==> config.mk <==
export PLATFORM = sky130hd
export DESIGN_NAME = fat_boot_sector_parser_unit
export DESIGN_NICKNAME = d
export VERILOG_FILES = /design/src/rtl/fbsp_pkg.sv /design/src/rtl/fbsp_front.sv /design/src/rtl/fbsp_queue.sv /design/src/rtl/fbsp_back.sv /design/src/rtl/fat_boot_sector_parser_unit.sv
export SDC_FILE = /design/constraint.sdc
export NUM_CORES = 2
export LEC_CHECK = 0
export ABC_AREA = 1
export BUFFER_PORTS_ARGS = -buffer_cell sky130_fd_sc_hd__buf_2
export CORE_ASPECT_RATIO = 1.4
export CORE_UTILIZATION = 60
export DETAILED_ROUTE_END_ITERATION = 10
export GPL_TIMING_DRIVEN = 0
export HOLD_SLACK_MARGIN = 0.06
export PLACE_DENSITY = 0.85
export SLEW_MARGIN = 20
export SYNTH_ARGS = -nofsm -noshare
export SYNTH_HDL_FRONTEND = slang
export SYNTH_SLANG_ARGS = --single-unit
==> constraint.sdc <==
create_clock -name clk -period 24.9 [get_ports clk]
set_clock_uncertainty 0.15 [all_clocks]
set_input_delay 4.98 -clock clk [delete_from_list [all_inputs] [get_ports clk]]
set_output_delay 4.98 -clock clk [all_outputs]
set_load 0.01 [all_outputs]
==> src/rtl/fbsp_pkg.sv <==
// ----------------------------------------------------------------------------
// FAT boot sector parser package
// Shared constants, the kept header record and the queue status record.
// ----------------------------------------------------------------------------
package fbsp_pkg;

  localparam int HEADER_BYTES = 52;
  localparam logic [5:0] POS_MAX = 6'd63;

  localparam int QUEUE_DEPTH = 2;
  localparam int QPTR_W = (QUEUE_DEPTH > 1) ? $clog2(QUEUE_DEPTH) : 1;
  localparam int QCNT_W = $clog2(QUEUE_DEPTH + 1);

  localparam logic [7:0]  JMP_ALT      = 8'h69;
  localparam logic [7:0]  JMP_NEAR     = 8'he9;
  localparam logic [7:0]  JMP_SHORT    = 8'heb;
  localparam logic [7:0]  NOP_OPCODE   = 8'h90;
  localparam logic [7:0]  MEDIA_MIN    = 8'hf0;
  localparam logic [15:0] SECTOR_BYTES = 16'd512;
  localparam logic [7:0]  FAT_COUNT_STD = 8'd2;
  localparam logic [7:0]  FAT_COUNT_MAX = 8'd16;
  localparam logic [31:0] CLUSTER_MIN  = 32'd2;
  localparam logic [31:0] FAT12_LIMIT  = 32'hff6;
  localparam logic [4:0]  SECTOR_SHIFT = 5'd9;

  // floor(n / 3) for 16-bit n is (n * DIV3_MULT) >> DIV3_SHIFT.
  localparam logic [32:0] DIV3_MULT  = 33'd87382;
  localparam int          DIV3_SHIFT = 18;
  // 1024 = 3 * 341 + 1
  localparam logic [24:0] KB_DIV3    = 25'd341;

  localparam logic [1:0] FAT_TYPE_12 = 2'd0;
  localparam logic [1:0] FAT_TYPE_16 = 2'd1;
  localparam logic [1:0] FAT_TYPE_32 = 2'd2;

  localparam int OUT_DATA_W = 176;

  typedef struct packed {
    logic [7:0]  jump0;
    logic [7:0]  jump2;
    logic [15:0] bytes_per_sector;
    logic [7:0]  sectors_per_cluster;
    logic [15:0] reserved_sectors;
    logic [7:0]  fat_count;
    logic [15:0] root_entries;
    logic [15:0] total_sectors16;
    logic [7:0]  media;
    logic [15:0] sectors_per_fat16;
    logic [31:0] total_sectors32;
    logic [31:0] sectors_per_fat32;
    logic [31:0] root_cluster;
  } hdr_t;

  typedef struct packed {
    logic full;
    logic avail;
  } queue_status_t;

  function automatic hdr_t hdr_write(hdr_t h, logic [5:0] pos, logic [7:0] b);
    hdr_t r;
    r = h;
    if ({1'b0, pos} < 7'(HEADER_BYTES)) begin
      unique case (pos)
        6'd0:  r.jump0 = b;
        6'd2:  r.jump2 = b;
        6'd11: r.bytes_per_sector[7:0] = b;
        6'd12: r.bytes_per_sector[15:8] = b;
        6'd13: r.sectors_per_cluster = b;
        6'd14: r.reserved_sectors[7:0] = b;
        6'd15: r.reserved_sectors[15:8] = b;
        6'd16: r.fat_count = b;
        6'd17: r.root_entries[7:0] = b;
        6'd18: r.root_entries[15:8] = b;
        6'd19: r.total_sectors16[7:0] = b;
        6'd20: r.total_sectors16[15:8] = b;
        6'd21: r.media = b;
        6'd22: r.sectors_per_fat16[7:0] = b;
        6'd23: r.sectors_per_fat16[15:8] = b;
        6'd32: r.total_sectors32[7:0] = b;
        6'd33: r.total_sectors32[15:8] = b;
        6'd34: r.total_sectors32[23:16] = b;
        6'd35: r.total_sectors32[31:24] = b;
        6'd36: r.sectors_per_fat32[7:0] = b;
        6'd37: r.sectors_per_fat32[15:8] = b;
        6'd38: r.sectors_per_fat32[23:16] = b;
        6'd39: r.sectors_per_fat32[31:24] = b;
        6'd44: r.root_cluster[7:0] = b;
        6'd45: r.root_cluster[15:8] = b;
        6'd46: r.root_cluster[23:16] = b;
        6'd47: r.root_cluster[31:24] = b;
        default: ;
      endcase
    end
    return r;
  endfunction

endpackage

==> src/rtl/fbsp_front.sv <==
// ----------------------------------------------------------------------------
// FAT boot sector parser front end
// Takes sector bytes, keeps the header fields and queues a header snapshot
// on the last byte of each sector.
// ----------------------------------------------------------------------------
module fbsp_front (
  input  logic                    clk,
  input  logic                    rst,
  input  logic                    s_axis_tvalid,
  output logic                    s_axis_tready,
  input  logic [7:0]              s_axis_tdata,  // data_byte
  input  logic                    s_axis_tlast,  // last_byte
  input  fbsp_pkg::queue_status_t q_status,
  output logic                    push,
  output fbsp_pkg::hdr_t          push_hdr
);

  logic           accept;
  logic [5:0]     pos;
  logic [5:0]     pos_next;
  fbsp_pkg::hdr_t hdr;
  fbsp_pkg::hdr_t hdr_next;

  assign s_axis_tready = !q_status.full;
  assign accept        = s_axis_tvalid && s_axis_tready;
  assign hdr_next      = fbsp_pkg::hdr_write(hdr, pos, s_axis_tdata);
  assign push          = accept && s_axis_tlast;
  assign push_hdr      = hdr_next;

  always_comb begin
    pos_next = pos;
    if (s_axis_tlast) begin
      pos_next = '0;
    end else if (pos != fbsp_pkg::POS_MAX) begin
      pos_next = pos + 6'd1;
    end
  end

  always_ff @(posedge clk) begin
    if (rst) begin
      pos <= '0;
      hdr <= '0;
    end else if (accept) begin
      pos <= pos_next;
      hdr <= hdr_next;
    end
  end

endmodule

==> src/rtl/fbsp_queue.sv <==
// ----------------------------------------------------------------------------
// FAT boot sector parser header queue
// Short queue of header snapshots between the front end and the back end.
// ----------------------------------------------------------------------------
module fbsp_queue (
  input  logic                    clk,
  input  logic                    rst,
  input  logic                    push,
  input  fbsp_pkg::hdr_t          push_hdr,
  input  logic                    pop,
  output fbsp_pkg::queue_status_t q_status,
  output fbsp_pkg::hdr_t          head
);

  fbsp_pkg::hdr_t                slots [fbsp_pkg::QUEUE_DEPTH];
  logic [fbsp_pkg::QPTR_W-1:0]   wr_ptr;
  logic [fbsp_pkg::QPTR_W-1:0]   rd_ptr;
  logic [fbsp_pkg::QCNT_W-1:0]   count;

  assign q_status.full  = (count == fbsp_pkg::QCNT_W'(fbsp_pkg::QUEUE_DEPTH));
  assign q_status.avail = (count != '0);
  assign head           = slots[rd_ptr];

  always_ff @(posedge clk) begin
    if (push) begin
      slots[wr_ptr] <= push_hdr;
    end
  end

  always_ff @(posedge clk) begin
    if (rst) begin
      wr_ptr <= '0;
      rd_ptr <= '0;
      count  <= '0;
    end else begin
      if (push) begin
        wr_ptr <= (wr_ptr == fbsp_pkg::QPTR_W'(fbsp_pkg::QUEUE_DEPTH - 1)) ? '0 : wr_ptr + 1'b1;
      end
      if (pop) begin
        rd_ptr <= (rd_ptr == fbsp_pkg::QPTR_W'(fbsp_pkg::QUEUE_DEPTH - 1)) ? '0 : rd_ptr + 1'b1;
      end
      if (push && !pop) begin
        count <= count + 1'b1;
      end else if (pop && !push) begin
        count <= count - 1'b1;
      end
    end
  end

endmodule

==> src/rtl/fbsp_back.sv <==
// ----------------------------------------------------------------------------
// FAT boot sector parser back end
// Five-stage pipeline that checks a header snapshot and works out the
// volume geometry, ending in the output register.
// ----------------------------------------------------------------------------
module fbsp_back (
  input  logic                                clk,
  input  logic                                rst,
  input  fbsp_pkg::queue_status_t             q_status,
  input  fbsp_pkg::hdr_t                      head,
  output logic                                pop,
  output logic                                m_axis_tvalid,
  input  logic                                m_axis_tready,
  output logic [fbsp_pkg::OUT_DATA_W-1:0]     m_axis_tdata,
  output logic [0:0]                          m_axis_tuser
);

  logic advance;

  // Stage A
  logic        jump_ok, spc_ok, fat1216, branch_ok, hdr_ok;
  logic [31:0] spf_sel, sc_sel;
  logic [2:0]  lg_sel;
  logic        a_valid, a_ok, a_fat1216;
  logic [31:0] a_spf, a_prod, a_rdcl, a_sc;
  logic [15:0] a_rsvd, a_dirents;
  logic [7:0]  a_spc;
  logic [2:0]  a_lg;

  // Stage B
  logic [32:0] div3_prod;
  logic        b_valid, b_ok, b_fat1216;
  logic [31:0] b_spf, b_lsndir, b_rdcl, b_sc;
  logic [14:0] b_q3;
  logic [24:0] b_m341;
  logic [15:0] b_rsvd, b_dirents;
  logic [7:0]  b_spc;
  logic [2:0]  b_lg;

  // Stage C
  logic [31:0] lsndta;
  logic        c_valid, c_ok, c_fat1216;
  logic [31:0] c_lsndir, c_lsndta, c_diff, c_cap12, c_cap16, c_cap32, c_rdcl;
  logic [15:0] c_rsvd, c_dirents;
  logic [7:0]  c_spc;
  logic [2:0]  c_lg;

  // Stage D
  logic        d_valid, d_ok, d_fat1216;
  logic [31:0] d_xclus, d_cap12, d_cap16, d_cap32, d_lsndir, d_lsndta, d_rdcl;
  logic [15:0] d_rsvd, d_dirents;
  logic [7:0]  d_spc;
  logic [2:0]  d_lg;

  // Output stage
  logic        e_ok;
  logic [1:0]  e_type;
  logic [31:0] e_cap, e_xclus;
  logic [fbsp_pkg::OUT_DATA_W-1:0] e_data;

  assign advance = !m_axis_tvalid || m_axis_tready;
  assign pop     = advance && q_status.avail;

  always_comb begin
    jump_ok = (head.jump0 == fbsp_pkg::JMP_ALT) || (head.jump0 == fbsp_pkg::JMP_NEAR) ||
              ((head.jump0 == fbsp_pkg::JMP_SHORT) && (head.jump2 == fbsp_pkg::NOP_OPCODE));
    spc_ok  = (head.sectors_per_cluster != 8'd0) &&
              ((head.sectors_per_cluster & (head.sectors_per_cluster - 8'd1)) == 8'd0);
    fat1216 = (head.sectors_per_fat16 != 16'd0);
    if (fat1216) begin
      branch_ok = (head.fat_count == fbsp_pkg::FAT_COUNT_STD) && (head.root_entries != 16'd0);
      spf_sel   = {16'd0, head.sectors_per_fat16};
    end else begin
      branch_ok = (head.sectors_per_fat32 != 32'd0) && (head.fat_count != 8'd0) &&
                  (head.fat_count <= fbsp_pkg::FAT_COUNT_MAX) &&
                  (head.root_cluster >= fbsp_pkg::CLUSTER_MIN);
      spf_sel   = head.sectors_per_fat32;
    end
    sc_sel = (head.total_sectors16 != 16'd0) ? {16'd0, head.total_sectors16}
                                             : head.total_sectors32;
    hdr_ok = jump_ok && (head.media >= fbsp_pkg::MEDIA_MIN) &&
             (head.bytes_per_sector == fbsp_pkg::SECTOR_BYTES) && spc_ok && branch_ok &&
             (head.reserved_sectors != 16'd0) && (sc_sel != 32'd0);
    lg_sel = 3'd0;
    for (int i = 0; i < 8; i++) begin
      if (head.sectors_per_cluster[i]) begin
        lg_sel = 3'(i);
      end
    end
  end

  assign div3_prod = {17'd0, a_spf[15:0]} * fbsp_pkg::DIV3_MULT;
  assign lsndta    = b_lsndir + {16'd0, 4'd0, b_dirents[15:4]};

  always_comb begin
    e_ok = d_ok && (d_xclus >= fbsp_pkg::CLUSTER_MIN);
    if (!d_fat1216) begin
      e_type = fbsp_pkg::FAT_TYPE_32;
      e_cap  = d_cap32;
    end else if (d_xclus < fbsp_pkg::FAT12_LIMIT) begin
      e_type = fbsp_pkg::FAT_TYPE_12;
      e_cap  = d_cap12;
    end else begin
      e_type = fbsp_pkg::FAT_TYPE_16;
      e_cap  = d_cap16;
    end
    e_xclus = (d_xclus > e_cap) ? e_cap : d_xclus;
    e_data  = '0;
    if (e_ok) begin
      e_data[1:0]     = e_type;
      e_data[9:2]     = d_spc;
      e_data[14:10]   = fbsp_pkg::SECTOR_SHIFT + {2'd0, d_lg};
      e_data[30:15]   = d_rsvd;
      e_data[62:31]   = d_lsndir;
      e_data[94:63]   = d_lsndta;
      e_data[126:95]  = e_xclus;
      e_data[158:127] = d_rdcl;
      e_data[174:159] = d_dirents;
    end
  end

  always_ff @(posedge clk) begin
    if (rst) begin
      a_valid       <= 1'b0;
      b_valid       <= 1'b0;
      c_valid       <= 1'b0;
      d_valid       <= 1'b0;
      m_axis_tvalid <= 1'b0;
    end else if (advance) begin
      a_valid       <= q_status.avail;
      b_valid       <= a_valid;
      c_valid       <= b_valid;
      d_valid       <= c_valid;
      m_axis_tvalid <= d_valid;
    end
  end

  always_ff @(posedge clk) begin
    if (advance) begin
      a_ok      <= hdr_ok;
      a_fat1216 <= fat1216;
      a_spf     <= spf_sel;
      a_prod    <= 32'(spf_sel * {24'd0, head.fat_count});
      a_rsvd    <= head.reserved_sectors;
      a_dirents <= fat1216 ? head.root_entries : 16'd0;
      a_rdcl    <= fat1216 ? 32'd0 : head.root_cluster;
      a_sc      <= sc_sel;
      a_spc     <= head.sectors_per_cluster;
      a_lg      <= lg_sel;

      b_ok      <= a_ok;
      b_fat1216 <= a_fat1216;
      b_spf     <= a_spf;
      b_lsndir  <= {16'd0, a_rsvd} + a_prod;
      b_q3      <= div3_prod[32:fbsp_pkg::DIV3_SHIFT];
      b_m341    <= {9'd0, a_spf[15:0]} * fbsp_pkg::KB_DIV3;
      b_rsvd    <= a_rsvd;
      b_dirents <= a_dirents;
      b_rdcl    <= a_rdcl;
      b_sc      <= a_sc;
      b_spc     <= a_spc;
      b_lg      <= a_lg;

      c_ok      <= b_ok && !(lsndta > b_sc);
      c_fat1216 <= b_fat1216;
      c_lsndir  <= b_lsndir;
      c_lsndta  <= lsndta;
      c_diff    <= b_sc - lsndta;
      c_cap12   <= {7'd0, b_m341} + {17'd0, b_q3} - 32'd1;
      c_cap16   <= {8'd0, b_spf[15:0], 8'd0} - 32'd1;
      c_cap32   <= {3'd0, b_spf[21:0], 7'd0} - 32'd1;
      c_rsvd    <= b_rsvd;
      c_dirents <= b_dirents;
      c_rdcl    <= b_rdcl;
      c_spc     <= b_spc;
      c_lg      <= b_lg;

      d_ok      <= c_ok;
      d_fat1216 <= c_fat1216;
      d_xclus   <= (c_diff >> c_lg) + 32'd1;
      d_cap12   <= c_cap12;
      d_cap16   <= c_cap16;
      d_cap32   <= c_cap32;
      d_lsndir  <= c_lsndir;
      d_lsndta  <= c_lsndta;
      d_rsvd    <= c_rsvd;
      d_dirents <= c_dirents;
      d_rdcl    <= c_rdcl;
      d_spc     <= c_spc;
      d_lg      <= c_lg;

      if (d_valid) begin
        m_axis_tdata <= e_data;
        m_axis_tuser <= e_ok;
      end
    end
  end

endmodule

==> src/rtl/fat_boot_sector_parser_unit.sv <==
// ----------------------------------------------------------------------------
// FAT boot sector parser
// Reads a FAT12/16/32 boot sector byte by byte and reports the volume layout.
// ----------------------------------------------------------------------------
// One sector byte is taken on every clock while s_axis_tready is high. The
// transfer with tlast set closes the sector and produces one result transfer
// through the five-stage geometry pipeline; a failed check gives tuser low
// and all-zero data. Up to two sector summaries wait in the queue between
// the byte front end and the pipeline, so s_axis_tready falls only when the
// output is held back for long enough to fill it.
module fat_boot_sector_parser_unit (
  input  logic                              clk,
  input  logic                              rst,
  input  logic                              s_axis_tvalid,
  output logic                              s_axis_tready,
  input  logic [7:0]                        s_axis_tdata,  // data_byte
  input  logic                              s_axis_tlast,  // last_byte
  output logic                              m_axis_tvalid,
  input  logic                              m_axis_tready,
  // fat_type[1:0], sectors_per_cluster[9:2], cluster_shift[14:10],
  // fat_start_sector[30:15], dir_start_sector[62:31], data_start_sector[94:63],
  // max_cluster[126:95], root_cluster[158:127], root_entries[174:159], zero[175]
  output logic [fbsp_pkg::OUT_DATA_W-1:0]   m_axis_tdata,
  output logic [0:0]                        m_axis_tuser   // valid_res
);

  fbsp_pkg::queue_status_t q_status;
  fbsp_pkg::hdr_t          push_hdr;
  fbsp_pkg::hdr_t          head;
  logic                    push;
  logic                    pop;

  fbsp_front u_front (
    .clk           (clk),
    .rst           (rst),
    .s_axis_tvalid (s_axis_tvalid),
    .s_axis_tready (s_axis_tready),
    .s_axis_tdata  (s_axis_tdata),
    .s_axis_tlast  (s_axis_tlast),
    .q_status      (q_status),
    .push          (push),
    .push_hdr      (push_hdr)
  );

  fbsp_queue u_queue (
    .clk      (clk),
    .rst      (rst),
    .push     (push),
    .push_hdr (push_hdr),
    .pop      (pop),
    .q_status (q_status),
    .head     (head)
  );

  fbsp_back u_back (
    .clk           (clk),
    .rst           (rst),
    .q_status      (q_status),
    .head          (head),
    .pop           (pop),
    .m_axis_tvalid (m_axis_tvalid),
    .m_axis_tready (m_axis_tready),
    .m_axis_tdata  (m_axis_tdata),
    .m_axis_tuser  (m_axis_tuser)
  );

endmodule

==> results.md <==
- Sequential element share of the synthesized area: 0.584
- Worst-Margin Slew: 1210 ps
- Area of the core: between 100000 and 150000 sq um
- Outcome: finished clean
- Flop-to-flop setup slack: ~17000 ps
- GRT Total Usage: 0.312
- Pre-CTS setup slack: 16620 ps
- Worst Hold Class: register to register
- Critical path class: register to register
- Netlist cell types: 62
- CTS resizes: 0
- Port bufs: around 180
- Vias per cell: about 5.7
- Area growth syn-to-layout: 11.0%
- Synth async-reset ratio: 0
- Avg Cell Area, Syn: ~11 sq um
- Clk buf depth: 3
- Worst endpoint required time: around 25000 ps
- Total grt overflow: 0
- Post-route setup slack: between 15000 and 20000 ps
- Final Cycle Share: 0.327
- Worst-path clk slew: around 70 ps
- Clk_lat worst skew: between 800 and 900 ps
- Fin Setup TNS: 0 ps
- Crit start category: register
- Max FO, Critical Path: 10
- Reg2Reg Capture Point: u_back.a_prod[20]
- Residual DRC: 0
- H-Tree Depth: 4
- Post-route ant nets: 0
- Slew Viols, Final: 0
- Die Ht: about 440 um
- Pin count of the biggest net entering global routing: ~120
- DIE AREA: roughly 140000 sq um
- Crit path DAT: 8520 ps
- Hold_buf cts: 0
- Initial Util: 0.604
- Antenna cell count: 0
- Share of layout cells above drive strength 1: 0.0715
- Filler Cell Count: between 9000 and 10000
- Hold Startpoint: u_back.c_cap12[19]
- CTS tree: done
- Die width: ~310 um
- Root Driver: clkbuf_16
- Post-synth EDFFs: between 1000 and 1500
- WL/cell: between 20 and 25 um
- Worst R2R Path Depth: 24
- Number of CTS-inserted buffers: 150
- Post-CTS Setup Bufs: 0
- Peak Freq: between 100 and 150 MHz
- Routed WL: ~210 mm
- Synthesized area: 81000 sq um
- Worst Hold Path Cells: 0
- Slew headroom: 0.194
- # IOs: between 150 and 200
- Ys flop type: edfxtp_1
- Cell row count: approximately 160
- Placer Congestion: around 0.99
- Max cap viols: 0
- RSZ-0062 raised after global routing: no
- CTS sink cnt: roughly 1700
- Cells after Synth: around 7700
- Antenna violations before repair: 2
- Hold Path End: u_back.d_cap12[19]
- First-pass DRT Iterations: 9
- Final nets: around 8600
- Final setup violation count: 0
- #FFs+latches synth: between 1500 and 2000
- Vias in the first global route: 56638
- Net Count, Synth: ~8000
- First-pass GRT wire length: about 320 mm
- Minimum clock period: between 8000 and 9000 ps
- Vias: 56319
- Final Hold Viols: 0
- First DRT Iteration DRCs: a little under 6000
- Yosys Warn Count: 0
- Crit end category: register
- Post-DP HPWL: about 160 mm
## stage by stage
| step | area [sq um] | util | hold WS (ps) | std cells |
|---|---|---|---|---|
| floorplan | 81000 | - | 250 | 7680 |
| global placement | 84100 | 0.627 | 250 | 9632 |
| detailed placement | 84900 | 0.633 | 255 | 9665 |
| CTS | 89800 | 0.670 | 237 | 9942 |
| global route | 89900 | 0.670 | 260 | 9942 |
| finish | 89900 | 0.670 | 243 | 9942 |
## cell type report
class	count	area, sq um	share of cell area
Sequential cell	1650	47300	0.526
Multi-Input combinational cell	4549	28000	0.311
Inverter	1255	4720	0.0525
Clock buffer	178	3910	0.0435
Tap cell	1771	2220	0.0247
Timing Repair Buffer	214	1690	0.0188
Buffer	226	1040	0.0116
Clock inverter	99	1030	0.0115
## cells in the mapped netlist (20+ instances only)
| library cell | count | area share |
|---|---|---|
| xnor2_1 | 61 | 0.0066 |
| clkbuf_1 | 147 | 0.0068 |
| dfxtp_1 | 228 | 0.056 |
| nor2_1 | 971 | 0.045 |
| nand4_1 | 74 | 0.0057 |
| inv_1 | 1241 | 0.058 |
| nand2_1 | 1232 | 0.057 |
| buf_2 | 34 | 0.0021 |
| mux2i_1 | 60 | 0.0074 |
| buf_1 | 20 | 0.00093 |
| or2_2 | 34 | 0.0026 |
| o21ai_0 | 621 | 0.038 |
| nand3_1 | 191 | 0.012 |
| nor3_1 | 47 | 0.0029 |
| o21ai_1 | 40 | 0.0025 |
| fa_1 | 260 | 0.064 |
| a21oi_1 | 282 | 0.017 |
| nor4_1 | 39 | 0.0030 |
| ha_1 | 294 | 0.045 |
| edfxtp_1 | 1422 | 0.53 |
| xor2_1 | 169 | 0.018 |
## placed cells by master (no fill, tap or decap), types with 215 or more instances in the layout
| cell type | count |
|---|---|
| nor2_1 | 968 |
| inv_1 | 1241 |
| o21ai_0 | 621 |
| ha_1 | 294 |
| edfxtp_1 | 1422 |
| a21oi_1 | 282 |
| nand2_1 | 1232 |
| buf_2 | 215 |
| fa_1 | 260 |
| dfxtp_1 | 228 |
## how the worst max path moves through the flow
stage                  start              endpoint  slack, ps  depth (start not counted)
3_3_place_gp   m_axis_tready     u_back.a_rdcl[22]      -2410                          3
5_1_grt             register     u_back.a_prod[20]      16540                         25
3_5_place_dp   s_axis_tvalid  u_queue.slots[0][88]      16620                         10
6_report            register     u_back.a_prod[20]      16770                         24
2_1_floorplan  m_axis_tready   u_back.a_dirents[0]       2640                          2
4_1_cts             register     u_back.a_prod[20]      17000                         25
## per-layer routing
layer,global-route usage,vias to the layer above,part of all wire
met1,0.348,26677,0.35
li1,-,26021,-
met3,0.0477,790,0.072
met4,0.217,6,0.078
met2,0.545,2825,0.50
met5,0,-,0.00021
## critical path, cell delays in order, from the launching register on
cell,delay [ps]
dfxtp_1,480
buf_4,290
buf_6,170
buf_2,270
buf_2,530
o21ai_0,300
a21oi_1,1000
inv_1,130
nand2_1,120
fa_1,470
fa_1,540
inv_1,60
fa_1,590
inv_1,70
fa_1,530
inv_1,40
ha_1,340
a21oi_1,180
a21boi_0,310
o21ai_0,240
a21oi_1,310
o21ai_0,190
nand2_1,90
nand2_1,60
xor2_1,400
## registers in the layout (all words and copies together) (netlist names), 23 cells and up, named ones only
register	cells
u_back.b_rdcl	32
u_back.d_lsndir	32
u_back.b_m341	25
u_back.d_xclus	32
u_back.a_sc	32
u_back.d_cap12	32
u_back.d_lsndta	32
u_back.c_diff	32
u_queue.slots	424
u_back.a_rdcl	32
u_back.c_cap32	23
u_back.c_lsndir	32
u_back.d_cap32	23
u_back.c_lsndta	32
u_back.c_rdcl	32
u_back.b_lsndir	32
u_back.d_rdcl	32
u_back.c_cap12	32
u_back.m_axis_tdata	175
u_front.hdr	212
u_back.b_sc	32
u_back.a_prod	32
## kinds of logic (layout without fill, tap and decap cells)
logic type / count (synthesis) / in the layout / share of synthesized area
muxes: 62 / 62 / 0.00776
other: 1 / 1 / 0.0000463
buffers and inverters: 1481 / 1972 / 0.0711
DFF: 1650 / 1650 / 0.584
and+or+nand+nor: 2652 / 2652 / 0.134
adders and majority gates: 554 / 554 / 0.110
xor gates and xnor gates: 230 / 230 / 0.0249
AOI/OAI and AO/OA: 1050 / 1050 / 0.0684
Power is left out: the tool's default activity adds up to more than one toggle a clock period on the data nets, which glitch-free logic cannot reach.
